<file path="config.mk">
export PLATFORM = sky130hd
export DESIGN_NAME = weighted_jaccard_accumulator_flat
export DESIGN_NICKNAME = d
export VERILOG_FILES = /design/src/design/wja_pkg.sv /design/src/design/wja_if.sv /design/src/design/weighted_jaccard_accumulator.sv /design/src/design/wja_ctrl.sv /design/src/design/wja_datapath.sv /design/src/flat_wrapper.sv
export SDC_FILE = /design/constraint.sdc
export NUM_CORES = 1
export LEC_CHECK = 0
export ABC_CLOCK_PERIOD_IN_PS = 6200
export BUFFER_PORTS_ARGS = -buffer_cell sky130_fd_sc_hd__buf_2
export CORE_AREA = 2 2 265 371
export CTS_CLUSTER_SIZE = 16
export DETAILED_ROUTE_END_ITERATION = 8
export DIE_AREA = 0 0 267 373
export MAX_ROUTING_LAYER = met4
export PLACE_DENSITY = 0.49
export SLEW_MARGIN = 0
export SYNTH_ARGS = -nofsm -noshare
export SYNTH_HDL_FRONTEND = slang
export SYNTH_SLANG_ARGS = --single-unit
</file>
<file path="constraint.sdc">
create_clock -name clk -period 6.2 [get_ports clk]
set_input_delay 0.62 -clock clk [delete_from_list [all_inputs] [get_ports clk]]
set_output_delay 0.62 -clock clk [all_outputs]
set_load 0.02 [all_outputs]
</file>
<file path="src/design/wja_pkg.sv">
// ----------------------------------------------------------------------------
// wja_pkg
// shared constants and controller/datapath command and status types for the
// weighted jaccard accumulator
// ----------------------------------------------------------------------------
`default_nettype none

package wja_pkg;

    localparam int VALUE_BITS_DEF    = 32;
    localparam int SUM_BITS_DEF      = 48;
    localparam int FRACTION_BITS_DEF = 16;

    typedef struct packed {
        logic in_ready;
        logic accept;
        logic load_div;
        logic div_step;
        logic div_first;
        logic out_load;
    } wja_cmd_t;

    typedef struct packed {
        logic in_valid;
        logic in_last;
        logic out_full;
    } wja_status_t;

endpackage

`default_nettype wire

</file>
<file path="src/design/wja_if.sv">
// ----------------------------------------------------------------------------
// wja_if
// valid/ready channels for element pairs and similarity results
// ----------------------------------------------------------------------------
`default_nettype none

interface wja_pair_if #(
    parameter int VALUE_W = 32
);
    logic               valid;
    logic               ready;
    logic [VALUE_W-1:0] value_a;
    logic               null_a;
    logic [VALUE_W-1:0] value_b;
    logic               null_b;
    logic               last_element;

    modport source (output valid, value_a, null_a, value_b, null_b, last_element,
                    input ready);
    modport sink   (input valid, value_a, null_a, value_b, null_b, last_element,
                    output ready);
endinterface

interface wja_result_if #(
    parameter int SUM_W = 48,
    parameter int SIM_W = 17
);
    logic             valid;
    logic             ready;
    logic [SIM_W-1:0] similarity;
    logic [SUM_W-1:0] sum_of_minima;
    logic [SUM_W-1:0] sum_of_maxima;
    logic             empty_flag;
    logic             overflow_flag;

    modport source (output valid, similarity, sum_of_minima, sum_of_maxima,
                    empty_flag, overflow_flag, input ready);
    modport sink   (input valid, similarity, sum_of_minima, sum_of_maxima,
                    empty_flag, overflow_flag, output ready);
endinterface

`default_nettype wire

</file>
<file path="src/design/weighted_jaccard_accumulator.sv">
// ----------------------------------------------------------------------------
// weighted_jaccard_accumulator
// Takes one pair of vector elements per item and accumulates the smaller and
// larger values into saturating sums, skipping pairs with a null side. Items
// are taken one per cycle while no divide is running. On the item marked last
// the block divides the min sum by the max sum with a restoring divider that
// produces one quotient bit per cycle, so ready stays low after that item
// through the FRACTION_BITS + 1 divide steps and the load of the result
// register, longer only if the previous result has not yet been taken. A
// pending result does not hold back items that are not last. An empty vector
// gives similarity 0 with empty_flag set.
// ----------------------------------------------------------------------------
`default_nettype none

module weighted_jaccard_accumulator #(
    parameter int VALUE_BITS    = wja_pkg::VALUE_BITS_DEF,
    parameter int SUM_BITS      = wja_pkg::SUM_BITS_DEF,
    parameter int FRACTION_BITS = wja_pkg::FRACTION_BITS_DEF
) (
    input  wire          clk,
    input  wire          rst_n,
    wja_pair_if.sink     pairs,
    wja_result_if.source results
);
    import wja_pkg::*;

    wja_cmd_t    cmd;
    wja_status_t status;

    wja_ctrl #(
        .FRACTION_BITS (FRACTION_BITS)
    ) u_ctrl (
        .clk    (clk),
        .rst_n  (rst_n),
        .status (status),
        .cmd    (cmd)
    );

    wja_datapath #(
        .VALUE_BITS    (VALUE_BITS),
        .SUM_BITS      (SUM_BITS),
        .FRACTION_BITS (FRACTION_BITS)
    ) u_datapath (
        .clk     (clk),
        .rst_n   (rst_n),
        .pairs   (pairs),
        .results (results),
        .cmd     (cmd),
        .status  (status)
    );

`ifndef SYNTHESIS
    a_busy_after_last: assert property (@(posedge clk) disable iff (!rst_n)
        cmd.load_div |=> !pairs.ready)
        else $error("item taken while dividing");

    a_sim_range: assert property (@(posedge clk) disable iff (!rst_n)
        results.valid |-> results.similarity <= (FRACTION_BITS + 1)'(1) << FRACTION_BITS)
        else $error("similarity above one");

    a_empty_zero: assert property (@(posedge clk) disable iff (!rst_n)
        results.valid && results.empty_flag |-> results.similarity == '0)
        else $error("empty result with nonzero similarity");

    a_min_le_max: assert property (@(posedge clk) disable iff (!rst_n)
        results.valid |-> results.sum_of_minima <= results.sum_of_maxima)
        else $error("min sum above max sum");
`endif

endmodule

`default_nettype wire

</file>
<file path="src/design/wja_ctrl.sv">
// ----------------------------------------------------------------------------
// wja_ctrl
// sequencer: accumulate items, run the restoring divider, hand off the result
// ----------------------------------------------------------------------------
`default_nettype none

module wja_ctrl #(
    parameter int FRACTION_BITS = 16
) (
    input  wire                  clk,
    input  wire                  rst_n,
    input  wja_pkg::wja_status_t status,
    output wja_pkg::wja_cmd_t    cmd
);
    import wja_pkg::*;

    localparam int CNT_BITS = $clog2(FRACTION_BITS + 1);

    localparam logic [1:0] ST_ACC  = 2'd0;
    localparam logic [1:0] ST_DIV  = 2'd1;
    localparam logic [1:0] ST_DONE = 2'd2;

    logic [1:0]          state_reg, state_next;
    logic [CNT_BITS-1:0] cnt_reg, cnt_next;

    always_comb
    begin
        state_next = state_reg;
        cnt_next   = cnt_reg;
        cmd        = '0;
        case (state_reg)
            ST_ACC:
            begin
                cmd.in_ready = 1'b1;
                if (status.in_valid)
                begin
                    cmd.accept = 1'b1;
                    if (status.in_last)
                    begin
                        cmd.load_div = 1'b1;
                        cnt_next     = '0;
                        state_next   = ST_DIV;
                    end
                end
            end
            ST_DIV:
            begin
                cmd.div_step  = 1'b1;
                cmd.div_first = (cnt_reg == '0);
                cnt_next      = cnt_reg + 1'b1;
                if (cnt_reg == CNT_BITS'(FRACTION_BITS))
                begin
                    state_next = ST_DONE;
                end
            end
            ST_DONE:
            begin
                if (!status.out_full)
                begin
                    cmd.out_load = 1'b1;
                    state_next   = ST_ACC;
                end
            end
            default:
            begin
                state_next = ST_ACC;
            end
        endcase
    end

    always_ff @(posedge clk or negedge rst_n)
    begin
        if (!rst_n)
        begin
            state_reg <= ST_ACC;
            cnt_reg   <= '0;
        end
        else
        begin
            state_reg <= state_next;
            cnt_reg   <= cnt_next;
        end
    end

endmodule

`default_nettype wire

</file>
<file path="src/design/wja_datapath.sv">
// ----------------------------------------------------------------------------
// wja_datapath
// saturating min/max accumulators, bit-serial fraction divider, result register
// ----------------------------------------------------------------------------
`default_nettype none

module wja_datapath #(
    parameter int VALUE_BITS    = 32,
    parameter int SUM_BITS      = 48,
    parameter int FRACTION_BITS = 16
) (
    input  wire                   clk,
    input  wire                   rst_n,
    wja_pair_if.sink              pairs,
    wja_result_if.source          results,
    input  wja_pkg::wja_cmd_t     cmd,
    output wja_pkg::wja_status_t  status
);
    import wja_pkg::*;

    localparam int SIM_BITS = FRACTION_BITS + 1;

    logic [SUM_BITS-1:0] min_acc_reg, min_acc_next;
    logic [SUM_BITS-1:0] max_acc_reg, max_acc_next;
    logic                sat_reg, sat_next;

    logic [SUM_BITS-1:0] min_snap_reg, max_snap_reg;
    logic                ovf_snap_reg;
    logic [SUM_BITS:0]   rem_reg, rem_next;
    logic [SIM_BITS-1:0] quo_reg, quo_next;

    logic [SIM_BITS-1:0] sim_reg;
    logic [SUM_BITS-1:0] sum_min_reg, sum_max_reg;
    logic                empty_reg, ovf_reg;
    logic                out_valid_reg;

    logic [VALUE_BITS-1:0] lo, hi;
    logic                  skip;
    logic [SUM_BITS:0]     min_wide, max_wide;
    logic [SUM_BITS-1:0]   min_sum, max_sum;
    logic                  min_ovf, max_ovf;
    logic [SUM_BITS:0]     shifted, den_wide;
    logic                  ge;

    assign pairs.ready     = cmd.in_ready;
    assign status.in_valid = pairs.valid;
    assign status.in_last  = pairs.last_element;
    assign status.out_full = out_valid_reg && !results.ready;

    // min/max of the pair and saturating sums
    always_comb
    begin
        skip     = pairs.null_a || pairs.null_b;
        lo       = (pairs.value_a < pairs.value_b) ? pairs.value_a : pairs.value_b;
        hi       = (pairs.value_a < pairs.value_b) ? pairs.value_b : pairs.value_a;
        min_wide = {1'b0, min_acc_reg} + (SUM_BITS + 1)'(lo);
        max_wide = {1'b0, max_acc_reg} + (SUM_BITS + 1)'(hi);
        min_ovf  = min_wide[SUM_BITS];
        max_ovf  = max_wide[SUM_BITS];
        min_sum  = min_acc_reg;
        max_sum  = max_acc_reg;
        sat_next = sat_reg;
        if (!skip)
        begin
            min_sum  = min_ovf ? '1 : min_wide[SUM_BITS-1:0];
            max_sum  = max_ovf ? '1 : max_wide[SUM_BITS-1:0];
            sat_next = sat_reg || min_ovf || max_ovf;
        end
        min_acc_next = min_acc_reg;
        max_acc_next = max_acc_reg;
        if (cmd.accept)
        begin
            min_acc_next = cmd.load_div ? '0 : min_sum;
            max_acc_next = cmd.load_div ? '0 : max_sum;
        end
    end

    // one restoring division step per cycle
    always_comb
    begin
        den_wide = {1'b0, max_snap_reg};
        shifted  = cmd.div_first ? rem_reg : {rem_reg[SUM_BITS-1:0], 1'b0};
        ge       = (shifted >= den_wide);
        rem_next = ge ? (shifted - den_wide) : shifted;
        quo_next = {quo_reg[SIM_BITS-2:0], ge};
    end

    always_ff @(posedge clk or negedge rst_n)
    begin
        if (!rst_n)
        begin
            min_acc_reg   <= '0;
            max_acc_reg   <= '0;
            sat_reg       <= 1'b0;
            out_valid_reg <= 1'b0;
        end
        else
        begin
            min_acc_reg <= min_acc_next;
            max_acc_reg <= max_acc_next;
            if (cmd.accept)
            begin
                sat_reg <= cmd.load_div ? 1'b0 : sat_next;
            end
            if (cmd.out_load)
            begin
                out_valid_reg <= 1'b1;
            end
            else if (results.ready)
            begin
                out_valid_reg <= 1'b0;
            end
        end
    end

    always_ff @(posedge clk)
    begin
        if (cmd.load_div)
        begin
            min_snap_reg <= min_sum;
            max_snap_reg <= max_sum;
            ovf_snap_reg <= sat_next;
            rem_reg      <= {1'b0, min_sum};
            quo_reg      <= '0;
        end
        else if (cmd.div_step)
        begin
            rem_reg <= rem_next;
            quo_reg <= quo_next;
        end
        if (cmd.out_load)
        begin
            empty_reg   <= (max_snap_reg == '0);
            sim_reg     <= (max_snap_reg == '0) ? '0 : quo_reg;
            sum_min_reg <= min_snap_reg;
            sum_max_reg <= max_snap_reg;
            ovf_reg     <= ovf_snap_reg;
        end
    end

    assign results.valid         = out_valid_reg;
    assign results.similarity    = sim_reg;
    assign results.sum_of_minima = sum_min_reg;
    assign results.sum_of_maxima = sum_max_reg;
    assign results.empty_flag    = empty_reg;
    assign results.overflow_flag = ovf_reg;

endmodule

`default_nettype wire

</file>
<file path="src/flat_wrapper.sv">
// flat-port wrapper written by rule: the top's interface ports become plain ports
module weighted_jaccard_accumulator_flat import wja_pkg::*;
#(
    parameter int VALUE_BITS    = wja_pkg::VALUE_BITS_DEF,
    parameter int SUM_BITS      = wja_pkg::SUM_BITS_DEF,
    parameter int FRACTION_BITS = wja_pkg::FRACTION_BITS_DEF
)
  (clk, rst_n, pairs_valid, pairs_value_a, pairs_null_a, pairs_value_b, pairs_null_b, pairs_last_element, pairs_ready, results_valid, results_similarity, results_sum_of_minima, results_sum_of_maxima, results_empty_flag, results_overflow_flag, results_ready);
  wja_pair_if #(.VALUE_W((VALUE_BITS_DEF))) pairs_i ();
  wja_result_if #(.SUM_W((SUM_BITS_DEF)), .SIM_W(((FRACTION_BITS_DEF) + 1))) results_i ();
  input  wire clk;
  input  wire rst_n;
  input wire logic [$bits(pairs_i.valid)-1:0] pairs_valid;
  input wire logic [$bits(pairs_i.value_a)-1:0] pairs_value_a;
  input wire logic [$bits(pairs_i.null_a)-1:0] pairs_null_a;
  input wire logic [$bits(pairs_i.value_b)-1:0] pairs_value_b;
  input wire logic [$bits(pairs_i.null_b)-1:0] pairs_null_b;
  input wire logic [$bits(pairs_i.last_element)-1:0] pairs_last_element;
  output wire logic [$bits(pairs_i.ready)-1:0] pairs_ready;
  output wire logic [$bits(results_i.valid)-1:0] results_valid;
  output wire logic [$bits(results_i.similarity)-1:0] results_similarity;
  output wire logic [$bits(results_i.sum_of_minima)-1:0] results_sum_of_minima;
  output wire logic [$bits(results_i.sum_of_maxima)-1:0] results_sum_of_maxima;
  output wire logic [$bits(results_i.empty_flag)-1:0] results_empty_flag;
  output wire logic [$bits(results_i.overflow_flag)-1:0] results_overflow_flag;
  input wire logic [$bits(results_i.ready)-1:0] results_ready;
  assign pairs_i.valid = pairs_valid;
  assign pairs_i.value_a = pairs_value_a;
  assign pairs_i.null_a = pairs_null_a;
  assign pairs_i.value_b = pairs_value_b;
  assign pairs_i.null_b = pairs_null_b;
  assign pairs_i.last_element = pairs_last_element;
  assign pairs_ready = pairs_i.ready;
  assign results_valid = results_i.valid;
  assign results_similarity = results_i.similarity;
  assign results_sum_of_minima = results_i.sum_of_minima;
  assign results_sum_of_maxima = results_i.sum_of_maxima;
  assign results_empty_flag = results_i.empty_flag;
  assign results_overflow_flag = results_i.overflow_flag;
  assign results_i.ready = results_ready;
  weighted_jaccard_accumulator #(.VALUE_BITS(VALUE_BITS), .SUM_BITS(SUM_BITS), .FRACTION_BITS(FRACTION_BITS)) u_core (.clk(clk), .rst_n(rst_n), .pairs(pairs_i), .results(results_i));
endmodule
</file>
==> reports/qor.yml, run 1 <==
run_status:
  status: "finished, final reports clean"
worst_setup_path:
  cp_top_family: "compound AO/OA/AOI/OAI gates"
  arrival_ns: 6.24
  timing.rr.start: "u_core.u_ctrl.cnt_reg[0]"
  cpPeakStageDelay_ns: 0.41
  critPathLaunch: "pairs_value_b[1]"
  cp_max_fo: 5
  cp_slowest_cell: "fa_1"
  worstSetupStartpointType: "input pin"
  end_kind: "flip-flop"
  worstPathRequired_ns: 6.54
  cp_common_cell: "a21o_1"
  cp_num_buf_inv: 5
  critPathKind: "in -> reg"
cts:
  cts_hold_buf: 1
  path_clk_slew_ns: 0.07
  postCtsSetupBuffers: 0
  htreeDepth: 2
  cts.sinks: 383
  cts_inserted_buffers: 42
  cts_tree: "built"
  clock-root-buffer: "clkbuf_16"
  post_cts_resized: 0
  clockBufferDepth: 3
  worst_skew_pair.late_latency_ns: 0.61
logic_synthesis:
  yosysSeqAreaShare_pct: 45.2
  avgSynthCellArea_um2: 10.1
  synthFlopType: "edfxtp_1"
  netlist_area_um2: 23900
  synthDistinctLibCells: 76
  async_flop_share_pct: 27.4
  yosysWarnings: 0
  synth_edf_count: 260
  netlist_instances: 2359
  syn_nets: 2578
  synth_seq_cells: 383
place:
  dp_cells: 4044
  place_hpwl_um: 62800
  gp_congestion: 0.936
  io_buffers: 187
  place_area_um2: 28500
floorplanning:
  core_um2: 96400
  die_x_um: 267
  die_y_um: 373
  start_util_pct: 24.7
  io_pins: 188
  fp-row-count: 135
  die_area_um2: 99600
timing:
  max_freq_mhz: 169
  tightest_slew_ns: 1.09
  fin_crit_ns: 5.91
  skew_ns: 0.0317
  relSlewSlack_pct: 27.0
  layout_worst_path_cycle_share_pct: 95.3
  hold_viol_final: 0
  drv_slew: 0
  rsz0062_at_grt: "no"
  setup_violations: 0
  fin_hold_ws_ns: 0.381
global_route:
  antenna_found_initial: 7
  grt_max_degree: 83
  grt_overflow: 0
  grt_pass1_vias: 19800
  track_usage_pct: 16.6
  grt_pass1_wl_um: 122000
drt:
  drtPass1Iterations: 5
  ant_nets: 0
  dr_total_vias: 19600
  drt_iter0_markers: 1177
  via_per_inst: 4.74
  wl_um: 82000
  drc: 0
  post_drt_wl_per_cell_um: 19.9
power_and_ir_drop:
  p_leak_nw: 13.1
  peakVddDrop_uv: 224
  powerDensity_nw_per_um2: 477
finish:
  utilization_pct: 31.0
  syn_to_final_growth_pct: 25.5
  largest_reg_flops: 49
  final_cell_area_um2: 29900
  layout-drive-gt1-share_pct: 26.2
  fin_nets: 3007
  instances_no_fill: 4129
job:
  maxCapViolCount: 0
min_path:
  min-delay-start: "results_ready"
  hold_path.class: "in -> reg"
==> tightest hold or removal path: cells and delay by family <==
| family | cells | cell delay (ns) |
|---|---|---|
| buffers and inverters | 1 | 0.07 |
| and+or+nand+nor | 2 | 0.23 |
==> routing by layer <==
layer | up-vias | part of all wire, % | GRT usage [%]
li1 | 9641 | - | -
met1 | 9398 | 42 | 19.4
met2 | 400 | 49 | 28.4
met3 | 137 | 3.9 | 2.34
met4 | 0 | 4.4 | 6.87
met5 | - | 0 | -
==> cell families (layout without fill, tap and decap cells) <==
kind of cell,Yosys count,count (layout),synth area share [%]
other,0,7,0
AOI/OAI and AO/OA,664,664,18.7
buffers and inverters,274,736,4.44
and+or+nand+nor,632,632,13.0
adders and majority gates,148,148,7.85
DFF,383,383,45.2
xor gates and xnor gates,121,121,4.44
muxes,137,137,6.36
==> area by class of cell <==
class / count / area (um2)
Clock buffer: 48 / 1070
Multi-Input combinational cell: 1702 / 12100
Sequential cell: 383 / 10800
Clock inverter: 29 / 365
Timing Repair Buffer: 508 / 3410
Antenna cell: 7 / 17.5
Tap cell: 1301 / 1630
Inverter: 151 / 572
Fill cell: 9974 / 66500
==> worst paths after layout <==
kind,endpoint,slack [ns],depth (start not counted)
min reg2reg,u_core.u_datapath.results.sum_of_minima[6],0.42,0
max reg2reg,u_core.u_datapath.rem_reg[0],0.59,18
min,u_core.u_datapath.results.valid,0.38,3
max,u_core.u_datapath.rem_reg[46],0.29,27
min in group asynchronous,u_core.u_datapath.max_acc_reg[7],0.43,2
max in group asynchronous,u_core.u_datapath.min_acc_reg[43],4.50,3
==> cell usage in the layout (no fill, tap or decap), drive strengths merged, types with 96 or more instances in the layout <==
master,netlist,routed
ha,145,145
dfrtp,105,105
mux2,118,118
a21oi,172,172
edfxtp,260,260
nand2,188,188
buf,29,507
inv,151,156
nor2,113,113
o21ai,96,96
==> synth_stat cells, drive strengths merged, types with 24 or more instances <==
library cell / count / area, um2
a21o: 84 / 631
a21oi: 172 / 861
a22o: 37 / 324
a31oi: 41 / 263
and3: 39 / 244
buf: 29 / 139
clkbuf: 94 / 353
dfrtp: 105 / 2630
edfxtp: 260 / 7810
ha: 145 / 1810
inv: 151 / 567
mux2: 118 / 1330
nand2: 188 / 706
nand2b: 24 / 150
nand3: 93 / 465
nand4: 35 / 219
nor2: 113 / 424
nor2b: 31 / 194
nor3: 34 / 175
o211ai: 37 / 278
o21ai: 96 / 484
o22ai: 27 / 169
xnor2: 86 / 753
xor2: 35 / 307
==> per-stage QoR <==
step                      worst slack [ns]  TNS (ns)  power, mW
final                                0.292         0       14.3
after floorplan                      0.229         0       9.02
after global placement              -0.319    -17.21       11.6
after CTS                            0.307         0       14.4
after detailed placement            -0.342    -26.06       11.6
after global routing                0.0247         0       15.3
==> power by group <==
part           internal (mW)  leakage [nW]  switching, mW  total [mW]
logic                   3.50          8.40           4.17        7.67
registers               3.51          4.00          0.392        3.91
clock network           1.55         0.692           1.15        2.70
(Power assumes the default switching activity.)
==> run 2: changes to the inputs <==
--- a/config.mk
+++ b/config.mk
@@ -5,14 +5,14 @@
 export SDC_FILE = /design/constraint.sdc
 export NUM_CORES = 1
 export LEC_CHECK = 0
-export ABC_CLOCK_PERIOD_IN_PS = 6200
-export BUFFER_PORTS_ARGS = -buffer_cell sky130_fd_sc_hd__buf_2
+export ABC_CLOCK_PERIOD_IN_PS = 6930
+export BUFFER_PORTS_ARGS = -buffer_cell sky130_fd_sc_hd__clkbuf_2
 export CORE_AREA = 2 2 265 371
 export CTS_CLUSTER_SIZE = 16
 export DETAILED_ROUTE_END_ITERATION = 8
 export DIE_AREA = 0 0 267 373
 export MAX_ROUTING_LAYER = met4
-export PLACE_DENSITY = 0.49
+export PLACE_DENSITY = 0.48
 export SLEW_MARGIN = 0
 export SYNTH_ARGS = -nofsm -noshare
 export SYNTH_HDL_FRONTEND = slang
==> constraint.sdc (replaced) <==
create_clock -name clk -period 6.93 [get_ports clk]
set_input_delay 0.3465 -clock clk [delete_from_list [all_inputs] [get_ports clk]]
set_output_delay 0.3465 -clock clk [all_outputs]
set_load 0.02 [all_outputs]
==> run 2 against run 1 <==
Effect of this change:
- critical path depth unchanged
- global-route usage about the same
- wire length shrank 0.97%
- sequential power is 10% lower
- register-to-register slack improved by 0.72 ns
- core utilization fell by 2.0 points
- flip-flop and latch count unchanged
- via count is 3.2% lower
- critical endpoint is now u_core.u_datapath.rem_reg[36]
==> reports/qor.yml, run 2 (synthesis gave the netlist of run 1 again) <==
timing:
  skew_ns: 0.0309  # -0.000807 ns
  layout_worst_path_cycle_share_pct: 86.0
  setup_violations: 0  # unchanged
  tightest_slew_ns: 1.10  # +0.0174 ns
  hold_viol_final: 0  # unchanged
  tns_ns: 0  # unchanged
  rsz0062_at_grt: "no"
  relSlewSlack_pct: 26.5  # -0.49 points
  fin_crit_ns: 5.96
  max_freq_mhz: 168
  drv_slew: 0  # unchanged
drt:
  drc: 0  # unchanged
  wl_um: 81200  # -0.97%
  dr_total_vias: 18900  # -3.2%
  drt_iter0_markers: 1166  # -0.93%
  via_per_inst: 4.89  # +3.1%
  ant_nets: 0  # unchanged
  post_drt_wl_per_cell_um: 21.0  # +5.5%
  drtPass1Iterations: 5  # unchanged
worst_setup_path:
  cpPeakStageDelay_ns: 0.54  # +0.13 ns
  timing.rr.start: "u_core.u_ctrl.cnt_reg[0]"
  r2r_setup_slack_ns: 1.31  # +0.72 ns
  arrival_ns: 6.33  # +0.09 ns
  critPathKind: "in -> reg"
  cp.depth: 27  # unchanged
  cp_slowest_cell: "a41oi_1"
  end_kind: "flip-flop"
  cp_num_buf_inv: 6  # +1
  cp_max_fo: 25  # +20
  reg2regPathDepth: 17  # -1
  endpoint: "u_core.u_datapath.rem_reg[36]"
  worstSetupStartpointType: "input pin"
  worstPathRequired_ns: 7.30  # +0.76 ns
  critPathLaunch: "pairs_value_b[1]"
  rr_endpoint: "u_core.u_datapath.rem_reg[22]"
  cp_common_cell: "a21o_1"
  cp_top_family: "compound AO/OA/AOI/OAI gates"
power_and_ir_drop:
  p_sw_mw: 5.04  # -12%
  power.total_mw: 12.2  # -14%
  seqPwrFrac_pct: 28.7  # +1.3 points
  powerDensity_nw_per_um2: 436  # -8.6%
  combPwrFrac_pct: 51.5  # -2.2 points
  peakVddDrop_uv: 199  # -11%
  p_leak_nw: 11.9  # -9.1%
  p_sw_share_pct: 41.3  # +1.2 points
  power_frac_clock_pct: 19.9  # +1.0 points
  internal_power_mw: 7.18  # -16%
place:
  gp_congestion: 0.910  # -2.8%
  place_hpwl_um: 61200  # -2.6%
  io_buffers: 187  # unchanged
floorplanning:
  die_x_um: 267  # unchanged
  die_area_um2: 99600  # unchanged
  die_y_um: 373  # unchanged
  fp-row-count: 135  # unchanged
  core_um2: 96400  # unchanged
  io_pins: 188  # unchanged
  start_util_pct: 24.7  # unchanged
global_route:
  grt_pass1_vias: 19100  # -3.2%
  grt_pass1_wl_um: 122000  # about the same
  antenna_found_initial: 6  # -1
  grt_max_degree: 90  # +8.4%
  track_usage_pct: 16.6  # about the same
  grt_overflow: 0  # unchanged
job:
  maxCapViolCount: 0  # unchanged
finish:
  largest_reg_flops: 49  # unchanged
  fillers: 10100  # +1.7%
  layout-drive-gt1-share_pct: 18.9  # -7.3 points
  final_common_cell: "edfxtp_1"
  syn_to_final_growth_pct: 17.4
  layout_common_cells: "edfxtp_1 (260), nand2_1 (186), clkbuf_2 (186)"
  fin_nets: 2753  # -8.4%
cts:
  clockBufferDepth: 3  # unchanged
  clock-root-buffer: "clkbuf_16"
  cts.sinks: 383  # unchanged
  cts_tree: "built"
  worst_skew_pair.late_latency_ns: 0.61  # about the same
  path_clk_slew_ns: 0.06  # about the same
  htreeDepth: 2  # unchanged
  cts_inserted_buffers: 45  # +7.1%
run_status:
  status: "finished, final reports clean"
min_path:
  hold_path.class: "in -> reg"
## run 2: changes by cell type in the layout (fill, tap and decap cells not counted), sizes merged
cell      change
buf         -443
bufinv        -4
clkbuf      +197
clkinv        +2
clkinvlp      +1
diode         -2
inv           -5
## run 2: layout make-up
class                           instances  area [um2]  area share, %
Inverter                              151         572           2.04
Tap cell                             1301        1630           5.81
Sequential cell                       383       10800           38.5
Clock inverter                         23         230          0.822
Clock buffer                           59        1240           4.43
Antenna cell                            5        12.5         0.0446
Multi-Input combinational cell       1702       12100           43.1
Timing Repair Buffer                  251        1470           5.25
## run 2: worst min-delay path by stage
stage | from | end | slack (ns) | depth (start not counted)
6_report | results_ready | u_core.u_datapath.results.valid | 0.08 | 3
5_1_grt | results_ready | u_core.u_datapath.results.valid | 0.10 | 3
4_1_cts | results_ready | u_core.u_datapath.results.valid | 0.05 | 3
3_5_place_dp | rst_n | u_core.u_datapath.max_acc_reg[5] | 0.24 | 1
3_3_place_gp | rst_n | u_core.u_datapath.max_acc_reg[5] | 0.24 | 1
2_1_floorplan | rst_n | u_core.u_ctrl.cnt_reg[0] | 0.05 | 0
## run 2: repair_timing
item | 4_1_cts | 5_1_grt
setup buffers | 0 | 0
hold buffers | 1 | 0
gates resized for setup | 0 | 0
hold endpoints to repair | 14 | 0
## run 2: routing by layer
| metal | vias to the layer above | part of all wire (%) | track usage [%] |
|---|---|---|---|
| li1 | 9130 | - | - |
| met1 | 9251 | 42 | 20.0 |
| met2 | 454 | 50 | 28.2 |
| met5 | - | 0 | - |
| met4 | 0 | 3.5 | 6.15 |
| met3 | 113 | 4.2 | 2.17 |
## run 2: worst register-to-register path, cell delays in order (launching register included)
cell      delay [ns]
dfrtp_1         0.43
inv_1           0.08
ha_1            0.15
nand2_1         0.06
nor3_2          0.27
buf_12          0.28
mux2_2          0.41
ha_1            0.40
nand2_1         0.10
o21ai_0         0.34
nand2b_1        0.18
a31oi_1         0.18
o21bai_1        0.31
a31oi_2         0.18
o21ai_1         0.53
a41o_2          0.77
mux2_2          0.43
mux2_2          0.25
## run 2: power by group through the flow
| stage | Combinational [mW] | Clock, mW | Sequential, mW |
|---|---|---|---|
| floorplan | 4.67 | 0 | 3.40 |
| global placement | 6.27 | 0 | 3.55 |
| detailed placement | 6.27 | 0 | 3.54 |
| CTS | 6.30 | 2.50 | 3.50 |
| global route | 6.98 | 2.58 | 3.56 |
| finish | 6.29 | 2.43 | 3.50 |
## run 2: through the flow
step / hold slack [ns] / area, um2 / instances / utilization [%] / setup WS [ns]
finish: 0.0797 / 28000 / 3875 / 29.1 / 0.970
global route: 0.103 / 28000 / 3874 / 29.1 / 0.639
CTS: 0.0481 / 28000 / 3870 / 29.0 / 1.01
detailed placement: 0.239 / 26500 / 3787 / 27.5 / 0.384
global placement: 0.238 / 26500 / 3787 / 27.5 / 0.419
floorplan: 0.0509 / 23900 / 2359 / - / 0.665
